### src/hw/rtl/ise_pkg.sv
// ----------------------------------------------------------------------------
// ise_pkg
// Shared types and constants for the insertion sort engine.
// ----------------------------------------------------------------------------
`default_nettype none

package ise_pkg;

  // Element width follows the fixed payload field width.
  localparam int DATA_WIDTH = 16;
  localparam int MAX_ITEMS_DEF = 16;
  localparam int CNT_W = 8;
  localparam logic [CNT_W-1:0] CNT_SAT = '1;

  typedef logic signed [DATA_WIDTH-1:0] data_t;

  typedef struct packed {
    data_t value;
    logic  is_last;
  } item_t;

  typedef struct packed {
    data_t            sorted_value;
    logic [CNT_W-1:0] op_count;
    logic             overflowed;
    logic             last_out;
  } result_t;

  // Per-cycle command broadcast to every cell.
  typedef struct packed {
    logic insert;      // new key enters the chain
    logic shift_left;  // chain drains toward cell 0
  } cell_ctrl_t;

endpackage

`default_nettype wire

### src/hw/rtl/ise_cell.sv
// ----------------------------------------------------------------------------
// ise_cell
// One slot of the sorting chain: holds one element, compares it to the
// broadcast key, and takes from its left or right neighbor.
// ----------------------------------------------------------------------------
`default_nettype none

module ise_cell (
  input  wire logic               clk,
  input  wire ise_pkg::data_t     key,
  input  wire ise_pkg::cell_ctrl_t ctrl,
  input  wire logic               occupied,
  input  wire logic               prev_occupied,
  input  wire logic               left_gt,
  input  wire ise_pkg::data_t     left_data,
  input  wire ise_pkg::data_t     right_data,
  output ise_pkg::data_t          data,
  output logic                    gt
);
  import ise_pkg::*;

  data_t take_val;
  logic  take;

  // Occupied and strictly greater: this entry moves up one slot.
  always_comb begin
    gt       = occupied && (data > key);
    take     = gt || (!occupied && prev_occupied);
    take_val = left_gt ? left_data : key;
  end

  always_ff @(posedge clk) begin
    if (ctrl.insert) begin
      if (take) begin
        data <= take_val;
      end
    end else if (ctrl.shift_left) begin
      data <= right_data;
    end
  end

endmodule

`default_nettype wire

### src/hw/rtl/insertion_sort_engine.sv
// ----------------------------------------------------------------------------
// insertion_sort_engine
// Streaming insertion sorter built from a chain of compare-and-shift cells.
// ----------------------------------------------------------------------------
// Usage: send signed elements as item beats, marking the final one of a set
// with is_last. On each accepted beat the key is broadcast to all
// MAX_ITEMS cells, every occupied cell holding a strictly greater value
// moves up one slot, and the key drops into the gap, so equal values keep
// arrival order. A set closes on is_last, or when the chain becomes full
// (the beat that fills it is then treated as last and every result of the
// set has overflowed set). After a set closes, item_ready stays low: a
// settle state while the operation count lands, then the chain drains from
// cell 0, one result beat per cycle while result_ready is high, last_out on
// the final beat, then the block returns to filling. op_count is moves
// plus placements (inversions plus the set size), saturating at 255, and is
// the same on every beat of the set. New items are taken again once the
// drain state sees the chain empty after the final result enters the
// output register, whether or not that beat has been taken yet.
// ----------------------------------------------------------------------------
`default_nettype none

module insertion_sort_engine #(
  parameter int MAX_ITEMS = ise_pkg::MAX_ITEMS_DEF
) (
  input  wire logic             clk,
  input  wire logic             rst,
  input  wire logic             item_valid,
  output logic                  item_ready,
  input  wire ise_pkg::item_t   item,
  output logic                  result_valid,
  input  wire logic             result_ready,
  output ise_pkg::result_t      result
);
  import ise_pkg::*;

  localparam int FILL_W = $clog2(MAX_ITEMS + 1);
  localparam int IDX_W  = $clog2(MAX_ITEMS);
  localparam int SUM_W  = CNT_W + 1;
  localparam logic [FILL_W-1:0] FULL_LVL = FILL_W'(MAX_ITEMS);

  typedef enum logic [2:0] {
    ST_FILL  = 3'b001,   // taking items
    ST_SETTLE = 3'b010,  // last count update lands
    ST_DRAIN = 3'b100    // emitting sorted set
  } state_t;

  state_t state;

  logic [FILL_W-1:0] fill;
  logic [CNT_W-1:0]  running_count;
  logic [FILL_W-1:0] pend_shifts;
  logic              pend_valid;
  logic              overflow;

  cell_ctrl_t ctrl;
  logic       item_acc;
  logic       out_acc;
  logic       load;

  data_t cell_data [MAX_ITEMS];
  logic  [MAX_ITEMS-1:0] cell_gt;
  logic  [MAX_ITEMS-1:0] occ;

  logic [IDX_W-1:0]  pos;
  logic              any_gt;
  logic [FILL_W-1:0] shifts;
  logic [SUM_W-1:0]  cnt_sum;
  logic              close_set;

  assign item_ready = (state == ST_FILL);
  assign item_acc   = item_valid && item_ready;
  assign out_acc    = result_valid && result_ready;
  assign load       = (state == ST_DRAIN) && (fill != '0) && (!result_valid || result_ready);

  assign ctrl.insert     = item_acc;
  assign ctrl.shift_left = load;

  // --------------------------------------------------------------------------
  // Cell chain. Occupancy is a thermometer derived from the fill level.
  // --------------------------------------------------------------------------
  for (genvar i = 0; i < MAX_ITEMS; i++) begin : g_cell
    data_t ld;
    data_t rd;
    logic  lgt;
    logic  pocc;

    assign occ[i] = (fill > FILL_W'(i));

    if (i == 0) begin : g_head
      assign ld   = item.value;
      assign lgt  = 1'b0;
      assign pocc = 1'b1;
    end else begin : g_body
      assign ld   = cell_data[i-1];
      assign lgt  = cell_gt[i-1];
      assign pocc = occ[i-1];
    end

    if (i == MAX_ITEMS - 1) begin : g_tail
      assign rd = cell_data[i];
    end else begin : g_mid
      assign rd = cell_data[i+1];
    end

    ise_cell u_cell (
      .clk           (clk),
      .key           (item.value),
      .ctrl          (ctrl),
      .occupied      (occ[i]),
      .prev_occupied (pocc),
      .left_gt       (lgt),
      .left_data     (ld),
      .right_data    (rd),
      .data          (cell_data[i]),
      .gt            (cell_gt[i])
    );
  end

  // --------------------------------------------------------------------------
  // Move count: the greater cells form one run ending at the fill level, so
  // its start (a one-hot edge) gives the count as fill - start.
  // --------------------------------------------------------------------------
  always_comb begin
    pos    = '0;
    any_gt = 1'b0;
    for (int i = 0; i < MAX_ITEMS; i++) begin
      if (cell_gt[i] && !((i > 0) && cell_gt[(i > 0) ? i - 1 : 0])) begin
        pos = pos | IDX_W'(i);
      end
      any_gt = any_gt | cell_gt[i];
    end
    shifts = any_gt ? (fill - FILL_W'(pos)) : '0;
  end

  // Placement counts one, moves add pend_shifts; clamp at the ceiling.
  assign cnt_sum   = {1'b0, running_count} + SUM_W'(pend_shifts) + SUM_W'(1);
  assign close_set = item.is_last || ((fill + FILL_W'(1)) == FULL_LVL);

  // --------------------------------------------------------------------------
  // Control
  // --------------------------------------------------------------------------
  always_ff @(posedge clk) begin
    if (rst) begin
      state         <= ST_FILL;
      fill          <= '0;
      running_count <= '0;
      pend_valid    <= 1'b0;
      overflow      <= 1'b0;
      result_valid  <= 1'b0;
    end else begin
      pend_valid <= item_acc;
      if (pend_valid) begin
        running_count <= cnt_sum[SUM_W-1] ? CNT_SAT : cnt_sum[CNT_W-1:0];
      end

      if (load) begin
        result_valid <= 1'b1;
        fill         <= fill - FILL_W'(1);
      end else if (out_acc) begin
        result_valid <= 1'b0;
      end

      case (state)
        ST_FILL: begin
          if (item_acc) begin
            fill <= fill + FILL_W'(1);
            if (close_set) begin
              overflow <= !item.is_last;
              state    <= ST_SETTLE;
            end
          end
        end
        ST_SETTLE: begin
          state <= ST_DRAIN;
        end
        ST_DRAIN: begin
          if (fill == '0) begin
            running_count <= '0;
            state         <= ST_FILL;
          end
        end
        default: begin
          state <= ST_FILL;
        end
      endcase
    end
  end

  always_ff @(posedge clk) begin
    if (item_acc) begin
      pend_shifts <= shifts;
    end
    if (load) begin
      result.sorted_value <= cell_data[0];
      result.op_count     <= running_count;
      result.overflowed   <= overflow;
      result.last_out     <= (fill == FILL_W'(1));
    end
  end

`ifndef SYNTHESIS
  // A closed set never leaves a count update pending into the drain.
  a_no_pend_in_drain: assert property (@(posedge clk) disable iff (rst)
    !(pend_valid && (state == ST_DRAIN)))
    else $error("count update pending during drain");

  // While filling, the chain always has a free cell.
  a_fill_room: assert property (@(posedge clk) disable iff (rst)
    (state == ST_FILL) |-> (fill < FULL_LVL))
    else $error("chain full while taking items");

  // A waiting result beat holds until it is taken.
  a_result_hold: assert property (@(posedge clk) disable iff (rst)
    (result_valid && !result_ready) |=> (result_valid && $stable(result)))
    else $error("result beat changed while waiting");
`endif

endmodule

`default_nettype wire

### config.mk
export PLATFORM = sky130hd
export DESIGN_NAME = insertion_sort_engine
export DESIGN_NICKNAME = d
export VERILOG_FILES = /design/src/hw/rtl/ise_pkg.sv /design/src/hw/rtl/ise_cell.sv /design/src/hw/rtl/insertion_sort_engine.sv
export SDC_FILE = /design/constraint.sdc
export NUM_CORES = 1
export LEC_CHECK = 0
export BUFFER_PORTS_ARGS = -buffer_cell sky130_fd_sc_hd__buf_2
export CAP_MARGIN = 40
export CORE_MARGIN = 10
export CORE_UTILIZATION = 40
export DETAILED_ROUTE_END_ITERATION = 6
export GPL_TIMING_DRIVEN = 0
export PLACE_DENSITY = 0.55
export SKIP_CTS_REPAIR_TIMING = 1
export SLEW_MARGIN = 15
export SYNTH_ARGS = -nofsm -noshare
export SYNTH_HDL_FRONTEND = slang
export SYNTH_SLANG_ARGS = --single-unit
export TNS_END_PERCENT = 5
### constraint.sdc
create_clock -name clk -period 12.45 [get_ports clk]
set_input_delay 1.8675 -clock clk [delete_from_list [all_inputs] [get_ports clk]]
set_output_delay 1.8675 -clock clk [all_outputs]
set_load 0.1 [all_outputs]
[Word level (Yosys, flattened, before mapping)]
Cells that the tools add are included.
W data, S select, Z words.
Word-level totals
  flip-flop bits (word level): 306
  output and inout bits: 28
  logic and storage cells: 313
  input port bits: 21
Cells by class
  bitwise gates (word level): 15
  order comparisons: 32
  muxes and demuxes: 88
  reductions and logical operators: 123
  equal/unequal tests: 23
  add/subtract/negate cells: 5
Operators by type and width (count)
  $mux W16: 60
  $gt A16 B16 Y1: 16
  $logic_and A1 B1 Y1: 50
  $gt A5 B4 Y1 const B: 8
  $ne A2 B1 Y1 const B: 18
  $logic_not A1 Y1: 33
  $mux W4: 8
  $mux W8: 4
  $reduce_and A2 Y1: 16
  $mux W3: 7
  $gt A5 B3 Y1 const B: 4
  $logic_or A1 B1 Y1: 18
  $mux W5: 3
  $or A1 B1 Y1: 15
  $gt A5 B1 Y1 const B: 2
  $gt A5 B2 Y1 const B: 2
  $add A8 B5 Y9: 1
  $add A9 B1 Y9 const B: 1
  $pmux W3 S3: 1
  $reduce_and A3 Y1: 2
  $add A5 B1 Y5 const B: 1
  $eq A5 B1 Y1 const B: 1
  $eq A5 B5 Y1 const B: 1
  $logic_not A5 Y1: 1
  9 further kinds: 13

[Longest topological paths before layout]
Gate-level depths: netlist of run 1.
  depth in word-level cells: 20
  mapped depth: 19
  depth with buffers taken out: 17

[Hierarchy]
From an unflattened synthesis of run 1, not the netlist that was laid out.
Second synthesis, totals
  cells, all modules: 2383
  area total of the unflattened synthesis: 22676.7 µm²
Modules (own cells, without submodules)
  ise_cell: cells an instance 133, seq. area each 480.5 µm², area each 1256.2 µm², instances 16
  insertion_sort_engine: cells an instance 255, seq. area each 1311.3 µm², area each 2577.5 µm², instances 1

[Least setup slack after synthesis of run 1]
OpenSTA, ideal clock, no wires.
  kind: input -> register
  from: input item[16] (netlist name)
  to: register pend_shifts[4] (data pin)
  path buffers: 1
  arrival time: 5.367 ns
  data required time: 12.180 ns
  cell stages on the path: 17
  setup time: 0.270 ns
  slack: 6.813 ns
  cell sequence: inv_1 -> ha_1 -> nand4_1 -> or4_1 -> a21o_1 -> and3_4 -> a2111oi_4 -> buf_6 -> nand2_1 -> nand4_1 -> ha_1 -> inv_1 -> fa_1 -> a21o_1 -> a21oi_1 -> xnor2_1 -> nor2_1
Between the ends
  longest elaborated chain between the ends: 20
  elaborated cells between the ends (all ways): 93
  classes of those cells: add/sub (1); order compare (16); mux (15); bitwise (15); reduce/logical (46)
RTL lines
  from (decl): line insertion_sort_engine.sv:29  | input wire ise_pkg::item_t item,
  $gt A16 B16 Y1: line ise_cell.sv:27  | gt = occupied && (data > key);
  $logic_and A1 B1 Y1: line ise_cell.sv:27
  $logic_not A1 Y1: line insertion_sort_engine.sv:127  | if (cell_gt[i] && !((i > 0) && cell_gt[(i > 0) ? i - 1 : 0])) begin
  $logic_and A1 B1 Y1: line insertion_sort_engine.sv:127
  $mux W1: line insertion_sort_engine.sv:127
  $mux W2 (2 in series): line insertion_sort_engine.sv:127
  $mux W3 (4 in series): line insertion_sort_engine.sv:127
  $mux W4 (8 in series): line insertion_sort_engine.sv:127
  $sub A5 B4 Y5: line insertion_sort_engine.sv:132  | shifts = any_gt ? (fill - FILL_W'(pos)) : '0;
  to (signal assigned): line insertion_sort_engine.sv:191  | pend_shifts <= shifts;
  to (decl): line insertion_sort_engine.sv:51  | logic [FILL_W-1:0] pend_shifts;
Several ways; a longest one is shown, not always the timed one.
A chain may end at the register's enable or synchronous reset.

[Worst setup path after layout of run 1]
Ends and elaborated chain as after synthesis.

==> impl_metrics.json, run 1 <==
{
  "status": "finished clean",
  "r2r-start": "fill[1]",
  "grt_max_degree": 24,
  "holdCritPathClass": "reg -> reg",
  "yosysTopAreaCell": "edfxtp_1",
  "tightest_slew_ns": 0.8869,
  "maxCapViolCount": 0,
  "track_usage": 0.2205,
  "port_buffers": 48,
  "hold_viol_final": 0,
  "cp.arrival_ns": 6.51,
  "cp_num_buf_inv": 5,
  "synth_edf_count": 287,
  "powerDensity_nw_per_um2": 122.3,
  "die-area_um2": 62410,
  "drc_errors": 0,
  "relSlewSlack": 0.4088,
  "avgSynthCellArea_um2": 9.807,
  "synth-main-ff-cell": "edfxtp_1",
  "gp_congestion": 0.9168,
  "detail-route-antenna-nets": 0,
  "yosys_warnings": 0,
  "synth_area_um2": 21130,
  "hp-start": "running_count[4]",
  "via_per_inst": 5.906,
  "cts_tree": "built",
  "synth.most_common_cell": "nand2_1",
  "synth_cell_type_count": 80,
  "fin_skew_ns": 0.02925,
  "finalSetupViolCount": 0,
  "worst_slack_ns": 6.232,
  "routedWlPerCell_um": 23.73,
  "antenna_found_initial": 0,
  "fin_util": 0.4581,
  "clockBufferDepth": 3,
  "synthTopCellsByArea": "edfxtp_1 41%, ha_1 16%, mux2i_1 7.4%",
  "drtPass1Iterations": 5,
  "pin_count": 49,
  "post-route-period-util": 0.4995,
  "hpwl_um": 56150,
  "async_reset_ff_frac": 0,
  "drtIter0Drc": 1598,
  "synth.top_cell.area_share": 0.4080,
  "setup_tns_ns": 0,
  "leakage_nw": 10.12,
  "intPower_mw": 2.047,
  "critical_path.max_fanout": 21,
  "die_x_um": 249.8,
  "ctsHtreeMaxLevel": 2,
  "start_kind": "input pin",
  "cp_cell_sequence": "buf_2 > inv_2 > ha_1 > nand4_1 > nor4_1 > a21boi_0 > or3_1 > o211ai_2 > clkinv_1 > clkbuf_1 > a21oi_1 > nand4_1 > ha_1 > inv_1 > fa_1 > a21o_1 > a21oi_1 > xnor2_1 > nor2_1",
  "grt_pass1_vias": 17240,
  "final_nets": 2574,
  "layout-drive-gt1-share": 0.08701,
  "drt_wl_total_um": 71150,
  "combPwrFrac": 0.195,
  "clockPowerShare": 0.361,
  "globalRouteOverflowTotal": 0,
  "cp_top_family": "buffers and inverters",
  "crit_path_end_kind": "flop",
  "coreArea_um2": 52450,
  "diodes": 0,
  "power_frac_seq": 0.444,
  "placed_area_um2": 22830,
  "ys_ff_latch": 306,
  "final_area_um2": 24030,
  "critical_path_required_ns": 12.74,
  "cts_num_sinks": 306,
  "cts-root-buf": "clkbuf_16",
  "finalMaxSlewViolations": 0,
  "synthesis.instances": 2154,
  "synth_nets": 2447,
  "grt_pass1_wl_um": 106800,
  "place_worst_setup_slack_ns": 5.662,
  "syn_to_final_growth_pct": 13.73,
  "synth_common_cells": "329 x nand2_1, 287 x edfxtp_1, 272 x o21ai_0, 270 x ha_1, 171 x a21oi_1",
  "hold_slack_ns": 0.4669,
  "rsz0062_at_grt": "false",
  "worstSetupPathType": "in -> reg",
  "period_minus_slack_ns": 6.218,
  "clk_latency_ns": 0.58,
  "worstSetupStartpoint": "item[16]",
  "die_h_um": 249.8,
  "crit_slowest_cell": "inv_2",
  "fillers": 4889,
  "initial_utilization": 0.4028,
  "cts_made_buffers": 38,
  "seq_area_frac_synth": 0.4260,
  "clock.fmax_mhz": 160.8,
  "clk_pin_slew_worst_paths_ns": 0.06,
  "std_cell_rows": 84,
  "switching_share": 0.3030,
  "p_switching_uw": 890.0,
  "slowest_delay_ns": 0.61,
  "vias": 17710,
  "ir_worst_vdd_uv": 79.24
}
==> layout by cell type (no fill, tap or decap), drive strengths merged, types with 18 or more instances in the layout <==
cell,Yosys,layout
edfxtp,287,287
nor3,22,22
nand4,45,45
a21oi,171,171
buf,29,115
o21ai,278,278
inv,57,59
mux2i,157,157
dfxtp,19,19
clkbuf,84,139
nor2,120,120
a21o,34,34
nand3,25,25
nand2,329,329
nor2b,18,18
ha,270,270
a31oi,30,30
==> per-layer routing <==
layer,wire (µm),vias up,global-route usage
met4,2216,0,0.07186
met1,33020,8616,0.3111
li1,-,8307,-
met2,31030,670,0.3379
met3,4881,114,0.03450
met5,0,-,0
==> flip-flops by register name, summed over array words and instances (netlist names) <==
signal,flops
result_valid,1
result,26
running_count,8
overflow,1
state,3
fill,5
pend_valid,1
g_cell.u_cell.data,256
pend_shifts,5
==> final cells by class <==
class / instances / area [µm²] / share of cell area
Clock buffer: 55 / 1046 / 0.04354
Sequential cell: 306 / 8999 / 0.3745
Multi-Input combinational cell: 1676 / 11490 / 0.4783
Tap cell: 688 / 860.8 / 0.03583
Buffer: 113 / 479.2 / 0.01995
Timing Repair Buffer: 87 / 822.0 / 0.03422
Clock inverter: 14 / 106.4 / 0.004427
Inverter: 59 / 221.5 / 0.009218
==> power by group through the flow <==
stage / sequential, mW / combinational [mW] / clock, mW
floorplan: 1.29 / 0.373 / 0
global placement: 1.32 / 0.514 / 0
detailed placement: 1.32 / 0.560 / 0
CTS: 1.30 / 0.563 / 1.08
global route: 1.31 / 0.640 / 1.12
finish: 1.31 / 0.572 / 1.06
==> kinds of logic (layout without fill, tap and decap cells) <==
family	count (synthesis)	count (layout)	share of synthesized area
multiplexers	160	160	0.07617
AO/OA/AOI/OAI	598	598	0.1622
buffers and inverters	172	328	0.03317
adder cells (fa/ha/maj)	272	272	0.1618
flip-flops	306	306	0.4260
XOR/XNOR	10	10	0.004146
AND/OR/NAND/NOR	636	636	0.1366
==> path summary, 6_finish.rpt <==
check | end | slack [ns] | cells after the start
worst max-delay path | pend_shifts[4] | 6.23 | 19
worst min-delay path | result[6] | 0.47 | 0
worst max register to register | pend_shifts[4] | 7.63 | 19
worst min register to register | result[6] | 0.47 | 0
==> stage by stage <==
| step | power, mW | std cells |
|---|---|---|
| finish | 2.937 | 2998 |
| global route | 3.067 | 2998 |
| CTS | 2.941 | 2994 |
| detailed placement | 1.883 | 2925 |
| global placement | 1.837 | 2890 |
| floorplan | 1.662 | 2154 |
Note: power is estimated with default switching activity, not from simulation.
==> inputs of run 2 (changes only) <==
--- a/config.mk
+++ b/config.mk
@@ -5,6 +5,7 @@
 export SDC_FILE = /design/constraint.sdc
 export NUM_CORES = 1
 export LEC_CHECK = 0
+export ABC_AREA = 1
 export BUFFER_PORTS_ARGS = -buffer_cell sky130_fd_sc_hd__buf_2
 export CAP_MARGIN = 40
 export CORE_MARGIN = 10
==> constraint.sdc (replaced) <==
create_clock -name clk -period 5.9 [get_ports clk]
set_input_delay 0.885 -clock clk [delete_from_list [all_inputs] [get_ports clk]]
set_output_delay 0.885 -clock clk [all_outputs]
set_load 0.1 [all_outputs]
==> run 2 against run 1 <==
Die area up 1.8%. Power grew 140%. Highest routed layer unchanged. Area after synthesis increased by 1.9%. Non-clock buffer count shrank 7. Largest power group unchanged.
==> impl_metrics.json, run 2 <==
{
  "ir_worst_vdd_uv": 177.7,
  "synth_common_cells": "691 x nand2_1, 323 x o21ai_0, 287 x edfxtp_1, 273 x a21oi_1, 270 x ha_1",
  "avgSynthCellArea_um2": 8.149,
  "worstSetupStartpoint": "item[4]",
  "maxCapViolCount": 0,
  "synthTopCellsByArea": "edfxtp_1 40%, ha_1 16%, nand2_1 12%",
  "mostFrequentLayoutCell": "nand2_1",
  "use_met1": 0.3146,
  "place_worst_setup_slack_ns": 0.7773,
  "std_cell_rows": 84,
  "drtPass1Iterations": 5,
  "rsz0062_at_grt": "false",
  "hold_slack_ns": 0.4404,
  "layout_common_cells": "691 x nand2_1, 322 x o21ai_0, 287 x edfxtp_1, 270 x ha_1, 264 x a21oi_1",
  "critical_path_required_ns": 6.21,
  "final_area_um2": 24400,
  "hp-start": "running_count[0]",
  "hold_viol_final": 0,
  "synth_cell_type_count": 45,
  "crit_path_end_kind": "flop",
  "drc_errors": 0,
  "track_usage": 0.2307,
  "powerDensity_nw_per_um2": 293.1,
  "synth-main-ff-cell": "edfxtp_1",
  "globalRouteMet3Util": 0.05634,
  "yosysTopAreaCell": "edfxtp_1",
  "antenna_found_initial": 0,
  "port_buffers": 47,
  "leakage_nw": 10.94,
  "layout-drive-gt1-share": 0.07687,
  "async_reset_ff_frac": 0,
  "grt_max_degree": 31,
  "critical_path.max_fanout": 25,
  "cts-root-buf": "clkbuf_16",
  "holdCritPathClass": "reg -> reg",
  "ys_ff_latch": 306,
  "r2r-start": "fill[0]",
  "cts_num_sinks": 306,
  "clockBufferDepth": 3,
  "placed_area_um2": 23090,
  "synthesis.instances": 2642,
  "grt_pass1_vias": 18340,
  "synth_nets": 2935,
  "final_nets": 3049,
  "die_x_um": 252,
  "synth_area_um2": 21530,
  "finalNonFillerCells": 3472,
  "fillers": 5232,
  "via_per_inst": 5.584,
  "finalMaxSlewViolations": 0,
  "largestRegisters": "g_cell.u_cell.data x256, result x26, running_count x8",
  "diodes": 0,
  "die-area_um2": 63500,
  "worst_slack_ns": 1.305,
  "met2_usage": 0.3481,
  "syn_to_final_growth_pct": 13.32,
  "routedWlPerCell_um": 21.37,
  "gp_congestion": 0.9407,
  "vias": 19390,
  "die_h_um": 252,
  "worstSetupPathType": "in -> reg",
  "period_minus_slack_ns": 4.595,
  "finalSetupViolCount": 0,
  "cp.arrival_ns": 4.90,
  "place_inst": 3402,
  "grt_pass1_wl_um": 111400,
  "tightest_slew_ns": 0.8613,
  "clock.fmax_mhz": 217.7,
  "fin_skew_ns": 0.02554,
  "largest_register": "g_cell.u_cell.data",
  "synth.top_cell.area_share": 0.4003,
  "drtIter0Drc": 1958,
  "pin_count": 49,
  "detail-route-antenna-nets": 0,
  "clk_latency_ns": 0.58,
  "post-route-period-util": 0.7787,
  "coreArea_um2": 52970,
  "cts_made_buffers": 38,
  "clk_pin_slew_worst_paths_ns": 0.06,
  "synth.most_common_cell": "nand2_1",
  "relSlewSlack": 0.4244,
  "largest_reg_flops": 256,
  "hpwl_um": 57590,
  "seq_area_frac_synth": 0.4180,
  "initial_utilization": 0.4064,
  "synth_edf_count": 287,
  "yosys_warnings": 0,
  "globalRouteOverflowTotal": 0,
  "ctsHtreeMaxLevel": 2,
  "drt_wl_total_um": 74190,
  "start_kind": "input pin",
  "cts_tree": "built",
  "grt_busiest_layer": "met2",
  "status": "finished clean"
}
run 2: layer usage:
metal	vias up	share of wire	wire length [µm]
li1	9360	-	-
met1	9100	0.44	32890
met2	798	0.42	31300
met3	129	0.097	7231
met4	0	0.037	2759
met5	-	0	0
run 2: worst max-delay path: stages:
cell and delay [ns]:
buf_2 0.31, inv_1 0.10, clkbuf_2 0.51, ha_1 0.52, nand2_1 0.07, o21ai_0 0.29, nand2_1 0.08, nand2_1 0.06
nand2_1 0.06, nand3_1 0.15, nand2_1 0.07, nand2_1 0.37, nand2_1 0.13, nand2_1 0.11, nand3b_1 0.15, ha_1 0.16
inv_1 0.05, fa_1 0.41, nand3_1 0.11, nand2_1 0.06, xor2_1 0.14, inv_1 0.05, nor2_1 0.03
run 2: path summary, 6_finish.rpt:
path / to / slack, ns / cells past startpoint
min reg2reg: result[2] / 0.44 / 0
max reg2reg: g_cell[0].u_cell.data[13] / 2.02 / 10
min: result[2] / 0.44 / 0
max: pend_shifts[4] / 1.31 / 23
run 2: where the power goes:
part	switching [mW]	internal [mW]	leakage [nW]
combinational	1.18	0.587	7.46
clock	0.962	1.52	0.624
sequential	0.203	2.70	2.86
run 2: layout make-up:
class	count	area, µm²	area share
buffer	119	508.0	0.02082
clock inverter	18	262.8	0.01077
clock buffer	50	1017	0.04169
timing repair buffer	74	631.9	0.02590
inverter	208	783.3	0.03210
sequential	306	8999	0.3688
multi-input combinational	2009	11330	0.4646
tap	688	860.8	0.03528
run 2: metrics by stage:
| stage | utilization | total power [mW] | TNS (ns) |
|---|---|---|---|
| floorplan | - | 4.035 | 0 |
| global placement | 0.4271 | 4.572 | -72.88 |
| detailed placement | 0.4360 | 4.680 | 0 |
| CTS | 0.4602 | 7.161 | 0 |
| global route | 0.4606 | 7.535 | 0 |
| finish | 0.4606 | 7.150 | 0 |
run 2: kinds of logic (layout without fill, tap and decap cells):
| family | Yosys count | in the layout | share of synthesized area |
|---|---|---|---|
| simple gates | 1001 | 1001 | 0.1854 |
| compound gates | 729 | 729 | 0.1759 |
| buf+inv | 327 | 469 | 0.05910 |
| flops | 306 | 306 | 0.4180 |
| fa+ha+maj | 272 | 272 | 0.1588 |
| xor+xnor | 7 | 7 | 0.002848 |
